**config.mk**
```make
export PLATFORM = sky130hd
export DESIGN_NAME = strip_byte_triangle_decoder_unit_flat
export DESIGN_NICKNAME = d
export VERILOG_FILES = /design/src/rtl/sbtd_pkg.sv /design/src/rtl/sbtd_if.sv /design/src/rtl/sbtd_run.sv /design/src/rtl/strip_byte_triangle_decoder_unit.sv /design/src/flat_wrapper.sv
export SDC_FILE = /design/constraint.sdc
export NUM_CORES = 1
export LEC_CHECK = 0
export ABC_CLOCK_PERIOD_IN_PS = 4140
export BUFFER_PORTS_ARGS = -buffer_cell sky130_fd_sc_hd__buf_2
export CAP_MARGIN = 10
export CORE_MARGIN = 4
export CORE_UTILIZATION = 50
export CTS_CLUSTER_SIZE = 8
export DETAILED_ROUTE_END_ITERATION = 8
export PLACE_DENSITY = 0.82
export SLEW_MARGIN = 30
export SYNTH_ARGS = -nofsm -noshare
export SYNTH_HDL_FRONTEND = slang
export SYNTH_SLANG_ARGS = --single-unit
```
**constraint.sdc**
```tcl
create_clock -name clk -period 4.14 [get_ports clk]
set_clock_uncertainty 0.15 [all_clocks]
set_input_delay 0.621 -clock clk [delete_from_list [all_inputs] [get_ports clk]]
set_output_delay 0.621 -clock clk [all_outputs]
set_load 0.05 [all_outputs]
```
**src/rtl/sbtd_pkg.sv**
```systemverilog
// Shared types and codes for the strip byte triangle decoder.
package sbtd_pkg;

  localparam int unsigned VIDX_W  = 7;
  localparam int unsigned BYTE_W  = 8;
  localparam int unsigned COUNT_W = 8;

  localparam logic [COUNT_W-1:0] NUM_VERTS_RST = 8'd128;

  typedef logic [VIDX_W-1:0]  vidx_t;
  typedef logic [BYTE_W-1:0]  strip_byte_t;
  typedef logic [COUNT_W-1:0] vcount_t;

  // result_kind codes
  localparam logic KIND_FACE = 1'b0;
  localparam logic KIND_END  = 1'b1;

  // vertex window of a strip
  typedef struct packed {
    vidx_t oldest;
    vidx_t middle;
    vidx_t newest;
    logic  wind_neg;
  } sbtd_verts_t;

  // outcome of one run step
  typedef struct packed {
    sbtd_verts_t verts;
    vidx_t       vert_a;
    vidx_t       vert_b;
    vidx_t       vert_c;
    logic        bad;
  } sbtd_run_t;

endpackage

```
**src/rtl/sbtd_if.sv**
```systemverilog
// Valid/ready channel interfaces for strip bytes, faces and configuration.
interface sbtd_in_if;
  logic                      valid;
  logic                      ready;
  sbtd_pkg::strip_byte_t     strip_byte;
  logic                      mesh_start;

  modport source (output valid, output strip_byte, output mesh_start, input ready);
  modport sink   (input valid, input strip_byte, input mesh_start, output ready);
endinterface

interface sbtd_out_if;
  logic                valid;
  logic                ready;
  logic                result_kind;
  sbtd_pkg::vidx_t     vert_a;
  sbtd_pkg::vidx_t     vert_b;
  sbtd_pkg::vidx_t     vert_c;
  logic                bad_index;

  modport source (output valid, output result_kind, output vert_a, output vert_b,
                  output vert_c, output bad_index, input ready);
  modport sink   (input valid, input result_kind, input vert_a, input vert_b,
                  input vert_c, input bad_index, output ready);
endinterface

interface sbtd_cfg_if;
  logic                valid;
  logic                ready;
  sbtd_pkg::vcount_t   num_verts;

  modport source (output valid, output num_verts, input ready);
  modport sink   (input valid, input num_verts, output ready);
endinterface

```
**src/rtl/sbtd_run.sv**
```systemverilog
// Run step of a strip: new index, window shift, winding and face order.
module sbtd_run (
  input  sbtd_pkg::sbtd_verts_t verts,
  input  sbtd_pkg::strip_byte_t strip_byte,
  input  sbtd_pkg::vcount_t     num_verts,
  output sbtd_pkg::sbtd_run_t   run
);
  import sbtd_pkg::*;

  vidx_t       new_idx;
  sbtd_verts_t nv;

  // fan byte: |b|-1 == ~b in the low bits; strip byte: b-1
  assign new_idx = strip_byte[BYTE_W-1] ? ~strip_byte[VIDX_W-1:0]
                                        : strip_byte[VIDX_W-1:0] - vidx_t'(1);

  always_comb begin
    nv = verts;
    if (!strip_byte[BYTE_W-1]) begin
      nv.oldest   = verts.middle;
      nv.wind_neg = ~verts.wind_neg;
    end
    nv.middle = verts.newest;
    nv.newest = new_idx;

    run.verts = nv;
    if (nv.wind_neg) begin
      run.vert_a = nv.newest;
      run.vert_c = nv.oldest;
    end else begin
      run.vert_a = nv.oldest;
      run.vert_c = nv.newest;
    end
    run.vert_b = nv.middle;
    run.bad    = {1'b0, new_idx} >= num_verts;
  end

endmodule

```
**src/rtl/strip_byte_triangle_decoder_unit.sv**
```systemverilog
// Top level of the strip byte triangle decoder.
//
// Takes one strip byte per word on in_chan and emits triangle faces (or an
// end-of-mesh marker) on out_chan. A byte is accepted every cycle while the
// output register is empty or being drained, so the sustained rate is one
// byte per clock; a result appears on out_chan the cycle after the byte that
// causes it. The rate is set by the single decode pass between the strip
// state registers and the output register. Three start bytes give the first
// face, each later nonzero byte gives one face, a zero byte closes the strip
// and a negative first byte ends the mesh. After the mesh ends, bytes are
// swallowed until one arrives with mesh_start set. cfg_chan writes the
// vertex count (reset 128); write it only while no byte is in flight.
module strip_byte_triangle_decoder_unit (
  input logic       clk,
  input logic       rst_n,
  sbtd_in_if.sink   in_chan,
  sbtd_out_if.source out_chan,
  sbtd_cfg_if.sink  cfg_chan
);
  import sbtd_pkg::*;

  typedef enum logic [2:0] {
    PH_START,
    PH_SECOND,
    PH_THIRD,
    PH_RUN,
    PH_DONE
  } phase_t;

  // strip state
  phase_t      phase_r, phase_nxt;
  sbtd_verts_t verts_r, verts_nxt;
  logic        start_bad_r, start_bad_nxt;
  vcount_t     num_verts_r;

  // output register
  logic        out_valid_r;
  logic        kind_r, kind_nxt;
  vidx_t       va_r, va_nxt;
  vidx_t       vb_r, vb_nxt;
  vidx_t       vc_r, vc_nxt;
  logic        bad_r, bad_nxt;
  logic        emit;

  // effective state after an optional mesh restart
  phase_t      eff_phase;
  sbtd_verts_t eff_verts;
  logic        eff_start_bad;

  logic        acc;
  logic        neg;
  logic        over;
  vidx_t       low_idx;
  sbtd_run_t   run;

  assign in_chan.ready = !out_valid_r || out_chan.ready;
  assign acc           = in_chan.valid && in_chan.ready;
  assign cfg_chan.ready = 1'b1;

  assign neg     = in_chan.strip_byte[BYTE_W-1];
  assign low_idx = in_chan.strip_byte[VIDX_W-1:0];
  // start bytes are checked as unsigned 8-bit values
  assign over    = neg || (in_chan.strip_byte >= num_verts_r);

  always_comb begin
    if (in_chan.mesh_start) begin
      eff_phase     = PH_START;
      eff_verts     = '0;
      eff_start_bad = 1'b0;
    end else begin
      eff_phase     = phase_r;
      eff_verts     = verts_r;
      eff_start_bad = start_bad_r;
    end
  end

  sbtd_run u_run (
    .verts      (eff_verts),
    .strip_byte (in_chan.strip_byte),
    .num_verts  (num_verts_r),
    .run        (run)
  );

  // decode one byte
  always_comb begin
    phase_nxt     = eff_phase;
    verts_nxt     = eff_verts;
    start_bad_nxt = eff_start_bad;
    emit          = 1'b0;
    kind_nxt      = KIND_FACE;
    va_nxt        = '0;
    vb_nxt        = '0;
    vc_nxt        = '0;
    bad_nxt       = 1'b0;
    case (eff_phase)
      PH_START: begin
        if (neg) begin
          phase_nxt = PH_DONE;
          emit      = 1'b1;
          kind_nxt  = KIND_END;
        end else begin
          verts_nxt.oldest = low_idx;
          start_bad_nxt    = over;
          phase_nxt        = PH_SECOND;
        end
      end
      PH_SECOND: begin
        verts_nxt.middle = low_idx;
        start_bad_nxt    = eff_start_bad || over;
        phase_nxt        = PH_THIRD;
      end
      PH_THIRD: begin
        verts_nxt.newest   = low_idx;
        verts_nxt.wind_neg = 1'b0;
        start_bad_nxt      = eff_start_bad || over;
        phase_nxt          = PH_RUN;
        emit               = 1'b1;
        va_nxt             = eff_verts.oldest;
        vb_nxt             = eff_verts.middle;
        vc_nxt             = low_idx;
        bad_nxt            = eff_start_bad || over;
      end
      PH_RUN: begin
        if (in_chan.strip_byte == '0) begin
          phase_nxt = PH_START;
        end else begin
          verts_nxt = run.verts;
          emit      = 1'b1;
          va_nxt    = run.vert_a;
          vb_nxt    = run.vert_b;
          vc_nxt    = run.vert_c;
          bad_nxt   = run.bad;
        end
      end
      PH_DONE: begin
        phase_nxt = PH_DONE;
      end
      default: begin
        phase_nxt = PH_START;
      end
    endcase
  end

  always_ff @(posedge clk) begin
    if (!rst_n) begin
      phase_r     <= PH_START;
      verts_r     <= '0;
      start_bad_r <= 1'b0;
      num_verts_r <= NUM_VERTS_RST;
      out_valid_r <= 1'b0;
    end else begin
      if (cfg_chan.valid) begin
        num_verts_r <= cfg_chan.num_verts;
      end
      if (acc) begin
        phase_r     <= phase_nxt;
        verts_r     <= verts_nxt;
        start_bad_r <= start_bad_nxt;
      end
      if (acc && emit) begin
        out_valid_r <= 1'b1;
        kind_r      <= kind_nxt;
        va_r        <= va_nxt;
        vb_r        <= vb_nxt;
        vc_r        <= vc_nxt;
        bad_r       <= bad_nxt;
      end else if (out_chan.ready) begin
        out_valid_r <= 1'b0;
      end
    end
  end

  assign out_chan.valid       = out_valid_r;
  assign out_chan.result_kind = kind_r;
  assign out_chan.vert_a      = va_r;
  assign out_chan.vert_b      = vb_r;
  assign out_chan.vert_c      = vc_r;
  assign out_chan.bad_index   = bad_r;

  // end marker carries no face
  a_end_clean: assert property (@(posedge clk) disable iff (!rst_n)
    (out_valid_r && kind_r == KIND_END) |->
      (va_r == '0 && vb_r == '0 && vc_r == '0 && !bad_r))
    else $error("end marker with nonzero face fields");

  // third start byte always yields a face next cycle
  a_first_face: assert property (@(posedge clk) disable iff (!rst_n)
    (acc && eff_phase == PH_THIRD) |=> (out_valid_r && kind_r == KIND_FACE))
    else $error("first face not emitted");

  // ended mesh stays ended until a restart
  a_done_sticky: assert property (@(posedge clk) disable iff (!rst_n)
    (acc && phase_r == PH_DONE && !in_chan.mesh_start) |=> (phase_r == PH_DONE))
    else $error("left mesh end without mesh_start");

  // zero byte in a run closes the strip without a result
  a_strip_close: assert property (@(posedge clk) disable iff (!rst_n)
    (acc && eff_phase == PH_RUN && in_chan.strip_byte == '0) |=>
      (phase_r == PH_START && !(out_valid_r && !$past(out_valid_r && !out_chan.ready))))
    else $error("strip close misbehaved");

endmodule

```
**src/flat_wrapper.sv**
```systemverilog
// flat-port wrapper written by rule: the top's interface ports become plain ports
module strip_byte_triangle_decoder_unit_flat import sbtd_pkg::*;
  (clk, rst_n, in_chan_valid, in_chan_strip_byte, in_chan_mesh_start, in_chan_ready, out_chan_valid, out_chan_result_kind, out_chan_vert_a, out_chan_vert_b, out_chan_vert_c, out_chan_bad_index, out_chan_ready, cfg_chan_valid, cfg_chan_num_verts, cfg_chan_ready);
  sbtd_in_if in_chan_i ();
  sbtd_out_if out_chan_i ();
  sbtd_cfg_if cfg_chan_i ();
  input logic clk;
  input logic rst_n;
  input wire logic [$bits(in_chan_i.valid)-1:0] in_chan_valid;
  input wire logic [$bits(in_chan_i.strip_byte)-1:0] in_chan_strip_byte;
  input wire logic [$bits(in_chan_i.mesh_start)-1:0] in_chan_mesh_start;
  output wire logic [$bits(in_chan_i.ready)-1:0] in_chan_ready;
  output wire logic [$bits(out_chan_i.valid)-1:0] out_chan_valid;
  output wire logic [$bits(out_chan_i.result_kind)-1:0] out_chan_result_kind;
  output wire logic [$bits(out_chan_i.vert_a)-1:0] out_chan_vert_a;
  output wire logic [$bits(out_chan_i.vert_b)-1:0] out_chan_vert_b;
  output wire logic [$bits(out_chan_i.vert_c)-1:0] out_chan_vert_c;
  output wire logic [$bits(out_chan_i.bad_index)-1:0] out_chan_bad_index;
  input wire logic [$bits(out_chan_i.ready)-1:0] out_chan_ready;
  input wire logic [$bits(cfg_chan_i.valid)-1:0] cfg_chan_valid;
  input wire logic [$bits(cfg_chan_i.num_verts)-1:0] cfg_chan_num_verts;
  output wire logic [$bits(cfg_chan_i.ready)-1:0] cfg_chan_ready;
  assign in_chan_i.valid = in_chan_valid;
  assign in_chan_i.strip_byte = in_chan_strip_byte;
  assign in_chan_i.mesh_start = in_chan_mesh_start;
  assign in_chan_ready = in_chan_i.ready;
  assign out_chan_valid = out_chan_i.valid;
  assign out_chan_result_kind = out_chan_i.result_kind;
  assign out_chan_vert_a = out_chan_i.vert_a;
  assign out_chan_vert_b = out_chan_i.vert_b;
  assign out_chan_vert_c = out_chan_i.vert_c;
  assign out_chan_bad_index = out_chan_i.bad_index;
  assign out_chan_i.ready = out_chan_ready;
  assign cfg_chan_i.valid = cfg_chan_valid;
  assign cfg_chan_i.num_verts = cfg_chan_num_verts;
  assign cfg_chan_ready = cfg_chan_i.ready;
  strip_byte_triangle_decoder_unit u_core (.clk(clk), .rst_n(rst_n), .in_chan(in_chan_i), .out_chan(out_chan_i), .cfg_chan(cfg_chan_i));
endmodule
```
## After elaboration in Yosys (flattened, before gate mapping)

Cells that the tools add are included.

| storage, ports and cells | value |
|---|---|
| bits in registers | 58 |
| input bits | 22 |
| output and inout port bits | 26 |
| logic and storage cells | 64 |

| operators by class | value |
|---|---|
| add/sub/neg operators | 1 |
| order comparisons | 2 |
| eq/ne operators | 4 |
| muxes and demuxes | 31 |
| bitwise operators | 2 |
| reductions and logical operators | 11 |

Operator list:

| kind | number |
|---|---|
| $pmux 7 s2 | 5 |
| $mux 7 | 8 |
| $mux 22 | 2 |
| $pmux 8 s2 | 1 |
| $pmux 3 s5 | 1 |
| $mux 3 | 3 |
| $ge 7x8->1 | 1 |
| $ge 8x8->1 | 1 |
| $logic_not 8->1 | 1 |
| $mux 1 | 8 |
| $not 7->7 | 1 |
| $sub 7x1->7 const B | 1 |
| $eq 3x2->1 const B | 2 |
| $pmux 1 s2 | 2 |
| $eq 3x1->1 const B | 1 |
| $eq 3x3->1 const B | 1 |
| $logic_not 3->1 | 1 |
| $logic_or 1x1->1 | 3 |
| $pmux 1 s3 | 1 |
| $logic_and 1x1->1 | 2 |
| $reduce_and 2->1 | 1 |
| $reduce_bool 2->1 | 1 |
| $reduce_or 2->1 | 1 |
| $logic_not 1->1 | 1 |
| $not 1->1 | 1 |

## Depth between registers and ports, before layout

| depth | value |
|---|---|
| depth in word-level cells | 6 |
| mapped depth | 10 |
| gate-level depth less buffers | 9 |

## By module

From an unflattened synthesis, not the netlist that was laid out.

| second synthesis, totals | value |
|---|---|
| cells, all modules | 411 |
| area, all modules | 3807.4 µm² |

By module, submodules not included:

| module | times used | cells each | area each (µm²) |
|---|---|---|---|
| strip_byte_triangle_decoder_unit | 1 | 301 | 3046.7 |
| sbtd_run | 1 | 110 | 760.7 |

## Least setup slack after synthesis

OpenSTA, ideal clock, no wires.

| timing path | value |
|---|---|
| path type | in2reg |
| start | input port out_chan_ready |
| end | register u_core.bad_r (netlist: u_core.out_chan.bad_index) (enable) |
| arrival time | 3.045 ns |
| slack | 0.535 ns |
| cell stages on the path | 6 |
| cells stage by stage | nand2b_1 and2_1 clkbuf_2 nand2_1 clkbuf_1 a21oi_1 |

| between the ends | value |
|---|---|
| cells in the longest elaborated chain, start to end | 4 |

RTL lines:

| what | RTL line | source |
|---|---|---|
| start: declaration | flat_wrapper.sv:19 | `input wire logic [$bits(out_chan_i.ready)-1:0] out_chan_ready;` |
| $logic_or 1x1->1 | strip_byte_triangle_decoder_unit.sv:56 | `assign in_chan.ready = !out_valid_r \|\| out_chan.ready;` |
| $logic_and 1x1->1 | strip_byte_triangle_decoder_unit.sv:57 | `assign acc = in_chan.valid && in_chan.ready;` |
| $logic_and 1x1->1 | strip_byte_triangle_decoder_unit.sv:160 | `if (acc && emit) begin` |
| $reduce_and 2->1 (no line) | -- |  |
| end signal: assignment | strip_byte_triangle_decoder_unit.sv:166 | `bad_r <= bad_nxt;` |
| end: declaration | strip_byte_triangle_decoder_unit.sv:42 | `logic bad_r, bad_nxt;` |

No other way between the ends.
A chain may end at the register's enable or synchronous reset.

## Final worst setup path

| timing path | value |
|---|---|
| start | input port in_chan_strip_byte[7] |
| end | register u_core.bad_r (netlist: u_core.out_chan.bad_index) (data pin) |

| between the ends | value |
|---|---|
| cells in the longest elaborated chain, start to end | 4 |

RTL lines:

| what | RTL line | source |
|---|---|---|
| start: declaration | flat_wrapper.sv:10 | `input wire logic [$bits(in_chan_i.strip_byte)-1:0] in_chan_strip_byte;` |
| $mux 7 / $ge 8x8->1 (equally long branches) | sbtd_run.sv:14, strip_byte_triangle_decoder_unit.sv:63 |  |
| $ge 7x8->1 / $logic_or 1x1->1 (equally long branches) | sbtd_run.sv:35, strip_byte_triangle_decoder_unit.sv:63 |  |
| $mux 1 / $logic_or 1x1->1 (equally long branches) | strip_byte_triangle_decoder_unit.sv:124, strip_byte_triangle_decoder_unit.sv:121 |  |
| $pmux 1 s2 (*) | strip_byte_triangle_decoder_unit.sv:95 | `case (eff_phase)` |
| named net u_core.bad_nxt | strip_byte_triangle_decoder_unit.sv:42 |  |

Mark *: on every way through the listed nets, which the timed path passes. The rest lies on a longest branch.

==> results_dict.tcl <==
set metrics [dict create \
    gp_congestion 0.877 \
    reg2reg_slack_ns 1.82 \
    startpoint_type "input pin" \
    core-area_mm2 0.00679 \
    hold_viol 0 \
    min_to "u_core.num_verts_r[7]$_SDFFE_PN1P_" \
    die_height_um 91.6 \
    vias_per_cell 5.88 \
    fillCellCount 593 \
    period_needed_ns 3.01 \
    dp_slack_ns 0.889 \
    yosysTopAreaCell "dfxtp_1" \
    slowest_delay_ns 0.61 \
    cts_hold_buf 0 \
    seq_power_share 0.446 \
    ff_latch_area_mm2 0.00139 \
    dr_total_vias 2904 \
    grt_first_pass_wirelength_um 14100 \
    fin_nets 432 \
    fin_crit_sh 0.728 \
    max_cap_violations 0 \
    rows 30 \
    syn-instance-count 363 \
    synthToLayoutAreaGrowth_pct 12.3 \
    final-instance-count-excl-fill 494 \
    cts_tree "yes" \
    drive_gt1_frac 0.214 \
    grt-ovfl-total 0 \
    critPathKind "in2reg" \
    io_pins 48 \
    synth-edff-count 23 \
    grt_pass1_vias 2908 \
    worst_r2r_endpoint "u_core.out_chan.vert_c[4]$_DFFE_PP_" \
    synth_fp_nets 402 \
    synth_warnings 0 \
    dominantRegCellSynth "dfxtp_1" \
    cts_resized 0 \
    grt_setup_unrepaired "false" \
    critPathMaxFanout 35 \
    drv_slew 0 \
    first_pass_iters 6 \
    post-dp-hpwl_um 6050 \
    p_comb_frac 0.156 \
    path_clk_slew_ns 0.07 \
    fp.dieW_um 91.6 \
    antenna_cells 0 \
    cp.arrival_ns 2.96 \
    tightest_slew_ns 0.856 \
    p_switching_uw 386 \
    cts_setup_buffers 0 \
    switching_share 0.275 \
    setup_viol 0 \
    hp-class "in2reg" \
    initial_core_util 0.514 \
    p_leak_uw 0.00152 \
    cts_sinks 58 \
    antenna_found_initial 0 \
    setup_ws_ns 1.13 \
    clockBufferDepth 2 \
    p_per_area_mw_per_mm2 359 \
    dieArea_mm2 0.00838 \
    postRouteAntennaNets 0 \
    synthMostInstantiatedCell "dfxtp_1" \
    power.internal_uw 1020 \
    portBuffers 46 \
    cts_root_buf "clkbuf_8" \
    synth_top_area_frac 0.201 \
    grt_max_degree 36 \
    h-tree-depth 3 \
    slew_headroom 0.425 \
    routedWlPerCell_um 17.2 \
    endpoint_kind "register" \
    synth_area_mm2 0.00349 \
    min_from "cfg_chan_num_verts[7]" \
    fin_tns_setup_ns 0 \
    synth_area_leaders "dfxtp_1 20%, edfxtp_1 20%, mux2i_1 6.3%" \
    rr_startpoint "u_core.out_chan.valid$_SDFFE_PN0P_" \
    crit_family "compound AO/OA/AOI/OAI gates" \
    status "finished, final reports clean" \
    synth-seq-area-share 0.399 \
    ys_ff_latch 58 \
    avgSynthCellArea_um2 9.62 \
    cp_cell_sequence "buf_2, nor2_1, xnor2_1, ha_1, o2111ai_1, a21oi_1, a2111oi_0, o41ai_2" \
    postRouteWirelength_um 8480 \
    clock_power_share 0.398 \
    async_flop_share 0 \
    dr.first_iter.drc_count 302 \
    fin_util 0.577 \
    drc 0 \
    required_ns 4.08 \
    ys_types 58 \
    peakVddDrop_mv 0.367 \
    multiInputGateArea_mm2 0.00188 \
    placed_cells 478 \
    fmax_ghz 0.332 \
    reg2reg_depth 5 \
    grt_usage 0.211 \
    cts_buffers 9 \
    holdPathStages 3 \
    worst-path-buf-inv 1 \
    clk_latency_ns 0.35 \
    holdWs_ns 0.343 \
    cp_slowest_cell "a2111oi_0" \
    yosys-top-cells-count "35 x dfxtp_1, 27 x o21ai_0, 25 x nand2_1" \
    startpoint "in_chan_strip_byte[7]" \
]
per-layer routing:
metal	vias up	routed length (µm)	global-route usage
met5	-	0	0
met4	0	128	0.0754
met3	18	693	0.0563
met2	140	4200	0.358
met1	1356	3450	0.254
li1	1390	-	-
cells in the final DEF, fill, tap and decap left out, drive strengths merged, types with 6 or more instances in the layout:
cell type and instances:
buf 50, nor3 7, clkinv 6, a21boi 6
a22o 9, mux2i 22, o2bb2ai 17, inv 15
nand2 25, xnor2 7, o21ai 29, clkbuf 9
a21oi 25, dfxtp 35, a22oi 7, nor2b 12
ha 17, edfxtp 23, nor2 21, nand2b 6
nand3 6
worst register-to-register path: cells and delay by family, from the launching register on:
family          cells  cell delay [ns]
flops               1             0.31
buf+inv             1             0.33
simple gates        3             0.95
compound gates      1             0.23
power by group through the flow:
stage / Combinational [µW] / Clock (µW) / Sequential, µW
6_report: 220 / 560 / 627
5_1_grt: 241 / 597 / 629
4_1_cts: 217 / 572 / 626
3_5_place_dp: 216 / 0 / 639
3_3_place_gp: 209 / 0 / 638
2_1_floorplan: 145 / 0 / 659
state kept, by name, indices dropped and copies added, names as in the netlist:
signal                       flops
u_core.phase_r                   3
u_core.num_verts_r               8
u_core.start_bad_r               1
u_core.out_chan.vert_c           7
u_core.out_chan.result_kind      1
u_core.out_chan.bad_index        1
u_core.out_chan.vert_a           7
u_core.out_chan.valid            1
u_core.out_chan.vert_b           7
u_core.verts_r                  22
cell families (layout without fill, tap and decap cells):
family / Yosys count / in the layout / share of synthesized area
DFF: 58 / 58 / 0.399
adders and majority gates: 17 / 17 / 0.0609
AOI/OAI and AO/OA: 119 / 119 / 0.241
muxes: 24 / 24 / 0.0695
xor gates and xnor gates: 7 / 7 / 0.0176
other: 1 / 1 / 0.00107
buffers and inverters: 47 / 82 / 0.0692
and+or+nand+nor: 90 / 90 / 0.142
metrics by stage:
stage | power [µW] | area, µm²
after floorplan | 804 | 3490
after global placement | 846 | 3700
after detailed placement | 855 | 3700
after CTS | 1410 | 3910
after global routing | 1470 | 3920
final | 1410 | 3920
worst max-delay path by stage:
stage | slack, ns | endpoint | cells after the start
2_1_floorplan | 0.53 | u_core.out_chan.bad_index$_DFFE_PP_ | 6
3_3_place_gp | 1.03 | u_core.out_chan.bad_index$_DFFE_PP_ | 8
3_5_place_dp | 0.89 | u_core.out_chan.bad_index$_DFFE_PP_ | 8
4_1_cts | 1.28 | u_core.out_chan.bad_index$_DFFE_PP_ | 8
5_1_grt | 1.08 | u_core.out_chan.bad_index$_DFFE_PP_ | 8
6_report | 1.13 | u_core.out_chan.bad_index$_DFFE_PP_ | 8
final cells by class:
type | instances | share of cell area
clock buffers | 9 | 0.0316
well taps | 96 | 0.0306
clock inverters | 7 | 0.0214
inverters | 16 | 0.0153
repair buffers | 50 | 0.0664
multi-input cells | 258 | 0.480
flip-flops and latches | 58 | 0.355
Power figures use the tool's default switching activity.
